### config.mk
export PLATFORM = sky130hd
export DESIGN_NAME = tcw_ctrl
export DESIGN_NICKNAME = d
export VERILOG_FILES = /design/src/hw/rtl/tcw_pkg.sv /design/src/hw/rtl/tcw_ctrl.sv
export SDC_FILE = /design/constraint.sdc
export NUM_CORES = 1
export LEC_CHECK = 0
export BUFFER_PORTS_ARGS = -buffer_cell sky130_fd_sc_hd__buf_4
export CORE_ASPECT_RATIO = 1.5
export CORE_MARGIN = 4
export CORE_UTILIZATION = 57
export CTS_BUF_LIST = sky130_fd_sc_hd__clkbuf_4 sky130_fd_sc_hd__clkbuf_8
export CTS_CLUSTER_SIZE = 12
export DETAILED_ROUTE_END_ITERATION = 10
export PLACE_DENSITY = 0.87
export SLEW_MARGIN = 20
export SYNTH_ARGS = -nofsm -noshare
export SYNTH_HDL_FRONTEND = slang
export SYNTH_SLANG_ARGS = --single-unit
### constraint.sdc
create_clock -name clk -period 7.5 [get_ports clk]
set_input_delay 1.5 -clock clk [delete_from_list [all_inputs] [get_ports clk]]
set_output_delay 1.5 -clock clk [all_outputs]
set_load 0.005 [all_outputs]
### src/hw/rtl/tcw_pkg.sv
// shared types and constants for the text console char writer
package tcw_pkg;

    localparam int DEF_COLS     = 80;
    localparam int DEF_ROWS     = 25;
    localparam int DEF_TAB_STOP = 8;

    localparam int CHAR_W   = 8;
    localparam int CELL_W   = 16;
    localparam int POS_W    = 11;
    localparam int ROW_IN_W = 5;
    localparam int COL_IN_W = 7;

    localparam logic [CHAR_W-1:0] CH_NUL   = 8'h00;
    localparam logic [CHAR_W-1:0] CH_BS    = 8'h08;
    localparam logic [CHAR_W-1:0] CH_TAB   = 8'h09;
    localparam logic [CHAR_W-1:0] CH_NL    = 8'h0A;
    localparam logic [CHAR_W-1:0] CH_CR    = 8'h0D;
    localparam logic [CHAR_W-1:0] CH_SPACE = 8'h20;

    typedef enum logic [1:0] {
        OP_PUT   = 2'd0,
        OP_SET   = 2'd1,
        OP_CLEAR = 2'd2,
        OP_READ  = 2'd3
    } op_t;

    typedef enum logic [2:0] {
        ST_INIT,
        ST_IDLE,
        ST_READ,
        ST_SCROLL_MOVE,
        ST_SCROLL_BLANK,
        ST_CLEAR,
        ST_DONE
    } state_t;

    typedef struct packed {
        logic wr_en;
        logic rd_en;
    } mem_cmd_t;

endpackage

### src/hw/rtl/tcw_ctrl.sv
// sequencer: cursor, op decode, scroll/clear/init sweeps over the cell store
module tcw_ctrl #(
    parameter int COLS     = tcw_pkg::DEF_COLS,
    parameter int ROWS     = tcw_pkg::DEF_ROWS,
    parameter int TAB_STOP = tcw_pkg::DEF_TAB_STOP,
    parameter int ADDR_W   = $clog2(ROWS * COLS)
) (
    input  logic                         clk,
    input  logic                         rst_n,
    input  logic                         in_valid,
    output logic                         in_stall,
    input  logic [1:0]                   op,
    input  logic [tcw_pkg::CHAR_W-1:0]   char_code,
    input  logic [tcw_pkg::ROW_IN_W-1:0] row,
    input  logic [tcw_pkg::COL_IN_W-1:0] column,
    input  logic [tcw_pkg::CHAR_W-1:0]   color,
    input  logic                         res_ready,
    output logic                         res_valid,
    output logic [tcw_pkg::POS_W-1:0]    res_pos,
    output logic [tcw_pkg::CHAR_W-1:0]   res_char,
    output logic [tcw_pkg::CHAR_W-1:0]   res_color,
    output tcw_pkg::mem_cmd_t            mem_cmd,
    output logic [ADDR_W-1:0]            mem_waddr,
    output logic [tcw_pkg::CELL_W-1:0]   mem_wdata,
    output logic [ADDR_W-1:0]            mem_raddr,
    input  logic [tcw_pkg::CELL_W-1:0]   mem_rdata
);

    localparam int CELLS      = ROWS * COLS;
    localparam int MOVE_CELLS = (ROWS - 1) * COLS;
    localparam int ROW_W      = $clog2(ROWS);
    localparam int COL_W      = $clog2(COLS);

    tcw_pkg::state_t state_reg, state_next;
    logic [ADDR_W-1:0]         cnt_reg, cnt_next;
    logic                      phase_reg, phase_next;
    logic [ROW_W-1:0]          crow_reg, crow_next;
    logic [COL_W-1:0]          ccol_reg, ccol_next;
    logic                      rd_ok_reg, rd_ok_next;
    logic [tcw_pkg::CHAR_W-1:0] rchar_reg, rchar_next;
    logic [tcw_pkg::CHAR_W-1:0] rcolor_reg, rcolor_next;

    logic              accept;
    logic              in_range;
    logic              last_row;
    logic              last_col;
    logic [ADDR_W-1:0] cur_addr;
    logic [ADDR_W-1:0] in_addr;

    // next tab stop per column, and whether it runs off the line
    logic [COL_W-1:0] tab_col [COLS];
    logic             tab_wrap [COLS];

    for (genvar g = 0; g < COLS; g++)
    begin : g_tab
        localparam int TabT = ((g / TAB_STOP) + 1) * TAB_STOP;
        assign tab_col[g]  = (TabT >= COLS) ? '0 : COL_W'(TabT);
        assign tab_wrap[g] = (TabT >= COLS);
    end

    assign accept   = in_valid && (state_reg == tcw_pkg::ST_IDLE);
    assign in_range = (int'(row) < ROWS) && (int'(column) < COLS);
    assign last_row = (crow_reg == ROW_W'(ROWS - 1));
    assign last_col = (ccol_reg == COL_W'(COLS - 1));
    assign cur_addr = ADDR_W'(crow_reg) * ADDR_W'(COLS) + ADDR_W'(ccol_reg);
    assign in_addr  = ADDR_W'(row) * ADDR_W'(COLS) + ADDR_W'(column);

    // next state and register updates
    always_comb
    begin
        state_next  = state_reg;
        cnt_next    = cnt_reg;
        phase_next  = phase_reg;
        crow_next   = crow_reg;
        ccol_next   = ccol_reg;
        rd_ok_next  = rd_ok_reg;
        rchar_next  = rchar_reg;
        rcolor_next = rcolor_reg;
        unique case (state_reg)
            tcw_pkg::ST_INIT:
            begin
                cnt_next = cnt_reg + 1'b1;
                if (cnt_reg == ADDR_W'(CELLS - 1))
                begin
                    cnt_next   = '0;
                    state_next = tcw_pkg::ST_IDLE;
                end
            end
            tcw_pkg::ST_IDLE:
            begin
                if (accept)
                begin
                    rchar_next  = '0;
                    rcolor_next = '0;
                    cnt_next    = '0;
                    phase_next  = 1'b0;
                    state_next  = tcw_pkg::ST_DONE;
                    unique case (tcw_pkg::op_t'(op))
                        tcw_pkg::OP_PUT:
                        begin
                            // row advance, scroll when on the last row
                            logic adv;
                            adv = 1'b0;
                            case (char_code)
                                tcw_pkg::CH_NUL:
                                begin
                                end
                                tcw_pkg::CH_NL:
                                begin
                                    ccol_next = '0;
                                    adv       = 1'b1;
                                end
                                tcw_pkg::CH_CR:
                                begin
                                    ccol_next = '0;
                                end
                                tcw_pkg::CH_BS:
                                begin
                                    if (ccol_reg != '0)
                                    begin
                                        ccol_next = ccol_reg - 1'b1;
                                    end
                                end
                                tcw_pkg::CH_TAB:
                                begin
                                    ccol_next = tab_col[ccol_reg];
                                    adv       = tab_wrap[ccol_reg];
                                end
                                default:
                                begin
                                    if (last_col)
                                    begin
                                        ccol_next = '0;
                                        adv       = 1'b1;
                                    end
                                    else
                                    begin
                                        ccol_next = ccol_reg + 1'b1;
                                    end
                                end
                            endcase
                            if (adv)
                            begin
                                if (last_row)
                                begin
                                    state_next = tcw_pkg::ST_SCROLL_MOVE;
                                end
                                else
                                begin
                                    crow_next = crow_reg + 1'b1;
                                end
                            end
                        end
                        tcw_pkg::OP_SET:
                        begin
                            if (in_range)
                            begin
                                crow_next = ROW_W'(row);
                                ccol_next = COL_W'(column);
                            end
                        end
                        tcw_pkg::OP_CLEAR:
                        begin
                            state_next = tcw_pkg::ST_CLEAR;
                        end
                        tcw_pkg::OP_READ:
                        begin
                            rd_ok_next = in_range;
                            state_next = tcw_pkg::ST_READ;
                        end
                        default:
                        begin
                        end
                    endcase
                end
            end
            tcw_pkg::ST_READ:
            begin
                if (rd_ok_reg)
                begin
                    rchar_next  = mem_rdata[tcw_pkg::CHAR_W-1:0];
                    rcolor_next = mem_rdata[tcw_pkg::CELL_W-1:tcw_pkg::CHAR_W];
                end
                state_next = tcw_pkg::ST_DONE;
            end
            tcw_pkg::ST_SCROLL_MOVE:
            begin
                // phase 0 reads one line down, phase 1 writes it back
                phase_next = ~phase_reg;
                if (phase_reg)
                begin
                    cnt_next = cnt_reg + 1'b1;
                    if (cnt_reg == ADDR_W'(MOVE_CELLS - 1))
                    begin
                        state_next = tcw_pkg::ST_SCROLL_BLANK;
                    end
                end
            end
            tcw_pkg::ST_SCROLL_BLANK:
            begin
                cnt_next = cnt_reg + 1'b1;
                if (cnt_reg == ADDR_W'(CELLS - 1))
                begin
                    state_next = tcw_pkg::ST_DONE;
                end
            end
            tcw_pkg::ST_CLEAR:
            begin
                cnt_next = cnt_reg + 1'b1;
                if (cnt_reg == ADDR_W'(CELLS - 1))
                begin
                    state_next = tcw_pkg::ST_DONE;
                end
            end
            tcw_pkg::ST_DONE:
            begin
                if (res_ready)
                begin
                    state_next = tcw_pkg::ST_IDLE;
                end
            end
            default:
            begin
                state_next = tcw_pkg::ST_IDLE;
            end
        endcase
    end

    // memory and handshake outputs
    always_comb
    begin
        mem_cmd   = '0;
        mem_waddr = cnt_reg;
        mem_wdata = '0;
        mem_raddr = cnt_reg + ADDR_W'(COLS);
        in_stall  = (state_reg != tcw_pkg::ST_IDLE);
        res_valid = (state_reg == tcw_pkg::ST_DONE);
        unique case (state_reg) inside
            tcw_pkg::ST_INIT:
            begin
                mem_cmd.wr_en = 1'b1;
            end
            tcw_pkg::ST_IDLE:
            begin
                mem_raddr = in_addr;
                mem_waddr = cur_addr;
                mem_wdata = {color, char_code};
                if (accept && (tcw_pkg::op_t'(op) == tcw_pkg::OP_READ))
                begin
                    mem_cmd.rd_en = 1'b1;
                end
                if (accept && (tcw_pkg::op_t'(op) == tcw_pkg::OP_PUT))
                begin
                    case (char_code) inside
                        tcw_pkg::CH_NUL, tcw_pkg::CH_NL, tcw_pkg::CH_CR,
                        tcw_pkg::CH_BS, tcw_pkg::CH_TAB:
                        begin
                        end
                        default:
                        begin
                            mem_cmd.wr_en = 1'b1;
                        end
                    endcase
                end
            end
            tcw_pkg::ST_SCROLL_MOVE:
            begin
                mem_cmd.rd_en = ~phase_reg;
                mem_cmd.wr_en = phase_reg;
                mem_wdata     = mem_rdata;
            end
            tcw_pkg::ST_SCROLL_BLANK:
            begin
                mem_cmd.wr_en = 1'b1;
                mem_wdata     = {{tcw_pkg::CHAR_W{1'b0}}, tcw_pkg::CH_SPACE};
            end
            tcw_pkg::ST_CLEAR:
            begin
                mem_cmd.wr_en = 1'b1;
                mem_wdata     = {color, tcw_pkg::CH_SPACE};
            end
            tcw_pkg::ST_READ, tcw_pkg::ST_DONE:
            begin
            end
            default:
            begin
            end
        endcase
    end

    assign res_pos   = tcw_pkg::POS_W'(cur_addr);
    assign res_char  = rchar_reg;
    assign res_color = rcolor_reg;

    always_ff @(posedge clk or negedge rst_n)
    begin
        if (!rst_n)
        begin
            state_reg <= tcw_pkg::ST_INIT;
            cnt_reg   <= '0;
            phase_reg <= 1'b0;
            crow_reg  <= '0;
            ccol_reg  <= '0;
        end
        else
        begin
            state_reg <= state_next;
            cnt_reg   <= cnt_next;
            phase_reg <= phase_next;
            crow_reg  <= crow_next;
            ccol_reg  <= ccol_next;
        end
    end

    always_ff @(posedge clk)
    begin
        rd_ok_reg  <= rd_ok_next;
        rchar_reg  <= rchar_next;
        rcolor_reg <= rcolor_next;
    end

endmodule

==> results.txt <==
Status - finished clean
Placed cell count - 657
Final nets - 669
Clock tree buffer depth - 2
Non-filler cells, final - 665
Cts hold-fix bufs - 0
Worst IR Drop VDD - 0.00007535 V
Yosys cell types - 60
Kind of critical path - in2out
Max_slew headroom - 0.3303
Final Hold Fails - 0
Root buf cell - clkbuf_8
Fin util - 0.7235
Commonest cells after routing, fill and taps aside - buf_4 (119), nand2_1 (65), o21ai_0 (44)
CTS resizes - 0
Clk pin slew, worst setup/hold paths - 90 ps
CP startpoint - row[1]
Vias in the first global route - 4215
Mean Syn Cell Area - 8.144 um2
Fraction of layout cells with a size suffix above 1 - 0.2334
EDFF count, synth - 17
Crit Path Max Fanout - 5
GR Util All Layers - 0.2926
Largest net degree at the start of global routing - 28
Commonest non-fill, non-tap cell in the layout - buf_4
Max Slew Vio Count - 0
Vias/cell - 6.236
Hold Path Class - reg2reg
Leakage - 2.170 nW
Final setup violation count - 0
Post-CTS Setup Bufs - 0
Least-Margin Pin Slew - 1003 ps
Sequential share of the synthesized area - 0.2966
Critical Path RT - 6000 ps
Initial antenna violation count - 0
Critical Path Start Type - input port
Placement Setup Slack - 2304 ps
Crit path DAT - 3720 ps
Kind of end point of the critical path - output pin
Seq cells post-synth - 44
Synthesized net count - 574
Final Instance Area - 4957 um2
Tot Pwr - 0.5098 mW
Fmax - 191.7 MHz
ANT nets after route - 0
Drt initial violations - 354
Final WL - 12.35 mm
Global route overflow - 0
Routability cong. - 0.8772
Hold Slack - 561.5 ps
HPWL after DPL - 9.639 mm
Netlist Area Pre-Place - 3999 um2
Total die area - 8447 um2
Crit-path cells - buf_4, ha_1, ha_1, fa_1, xor2_1, o2111ai_1, xor2_1, xnor2_1, o21ai_0, buf_4
First-pass GRT wire length - 20.40 mm
H-tree depth - 2
Clk sinks - 44
Worst path slowest cell - fa_1
Ys Warns - 0
Tmin final - 5217 ps
TritonCTS clock tree - yes
Setup slack after layout - 2283 ps
Area post-placement - 4838 um2
Hold depth - 1
Worst skew pair latency - 310 ps
Max Cap Viol - 0
HP Start - phase_reg
Peak per-stage delay on the critical path - 390 ps
Ys async rst share - 0.6136
Chip height - 110.6 um
Main flop type after synthesis - dfrtp_1
Worst r2r src - state_reg[0]
Starting density of the core - 0.5836
Die W - 76.39 um
Vias - 4147
Setup TNS - 0 ps
TritonCTS Buffers - 5
Cell row count - 37
Final Cycle Share - 0.6956
Post-DR wirelength/cell - 18.56 um
Power per cell area - 102.8 nW/um2
Synth-to-Final Area Change - 23.97%
Core Area - 6852 um2
Remaining DRCs - 0
Clock Skews - 14.14 ps
I/O Pins - 119
Cell count after synthesis - 491
Unrepaired setup endpoints after global routing - no
FF-to-FF path depth - 5
Filler cells - 548
Detailed Routing Iterations Pass 1 - 5
IO Port Bufs - 118
Antenna cells - 0
Max reg flops - 11
==> worst max-delay path: cells and delay by family <==
kind            cells  cell delay, ps
fa+ha+maj           3             930
xor+xnor            3             600
compound gates      2             380
buf+inv             2             290
==> cell families after synthesis <==
group                    Yosys count  share of synthesized area
AO/OA/AOI/OAI                    135                     0.2200
XOR/XNOR                          23                    0.05038
adder cells (fa/ha/maj)           33                     0.1108
buffers and inverters             54                    0.05945
flip-flops                        44                     0.2966
multiplexers                      12                    0.03035
AND/OR/NAND/NOR                  190                     0.2325
==> power by group <==
part | total, mW | leakage, nW | internal (mW) | switching, mW
sequential | 0.248 | 0.429 | 0.248 | 0
combinational | 0.0726 | 1.68 | 0.0343 | 0.0383
clock | 0.189 | 0.0583 | 0.100 | 0.0885
total | 0.510 | 2.17 | 0.383 | 0.127
==> synthesized netlist by cell type (4+ instances only) <==
| master | n | area (um2) |
|---|---|---|
| nand4_1 | 9 | 56.30 |
| nor3_1 | 4 | 20.02 |
| nand2b_1 | 8 | 50.05 |
| nor2_1 | 40 | 150.1 |
| buf_4 | 4 | 30.03 |
| xnor2_1 | 14 | 122.6 |
| edfxtp_1 | 17 | 510.5 |
| o31ai_1 | 7 | 52.55 |
| buf_2 | 4 | 20.02 |
| a21oi_1 | 26 | 130.1 |
| inv_1 | 21 | 78.83 |
| o211ai_1 | 7 | 52.55 |
| fa_1 | 4 | 80.08 |
| a211oi_1 | 4 | 30.03 |
| nand2_1 | 65 | 244.0 |
| and2_1 | 17 | 106.4 |
| o21ai_0 | 44 | 220.2 |
| a22oi_1 | 9 | 67.56 |
| nor2b_1 | 17 | 106.4 |
| xor2_1 | 9 | 78.83 |
| ha_1 | 29 | 362.9 |
| clkbuf_1 | 19 | 71.32 |
| dfrtp_1 | 27 | 675.7 |
| a21o_1 | 7 | 52.55 |
| mux2i_1 | 11 | 110.1 |
| nand3_1 | 17 | 85.08 |
==> path summary, 6_finish.rpt <==
path / end / slack, ps
setup / recovery: mem_raddr[10] / 2280
hold / removal: phase_reg / 560
setup reg to reg: crow_reg[1] / 4290
hold reg to reg: phase_reg / 560
max in group asynchronous: ccol_reg[2] / 6110
min in group asynchronous: ccol_reg[5] / 1110
==> routing by layer <==
metal,wire (um),GRT usage,vias to the layer above
li1,-,-,1936
met1,4590,0.3243,1966
met2,6396,0.5338,216
met3,942,0.05139,29
met4,415,0.1366,0
met5,0,0,-
==> layout make-up <==
cell class                      instances  area [um2]  area share
Clock buffer                            5       68.82     0.01388
Clock inverter                          3       47.55    0.009591
Inverter                               23       86.33     0.01742
Multi-Input combinational cell        393        2577      0.5199
Sequential cell                        44        1186      0.2393
Tap cell                               78       97.59     0.01969
Timing Repair Buffer                  119       893.4      0.1802
(Power assumes the default switching activity.)
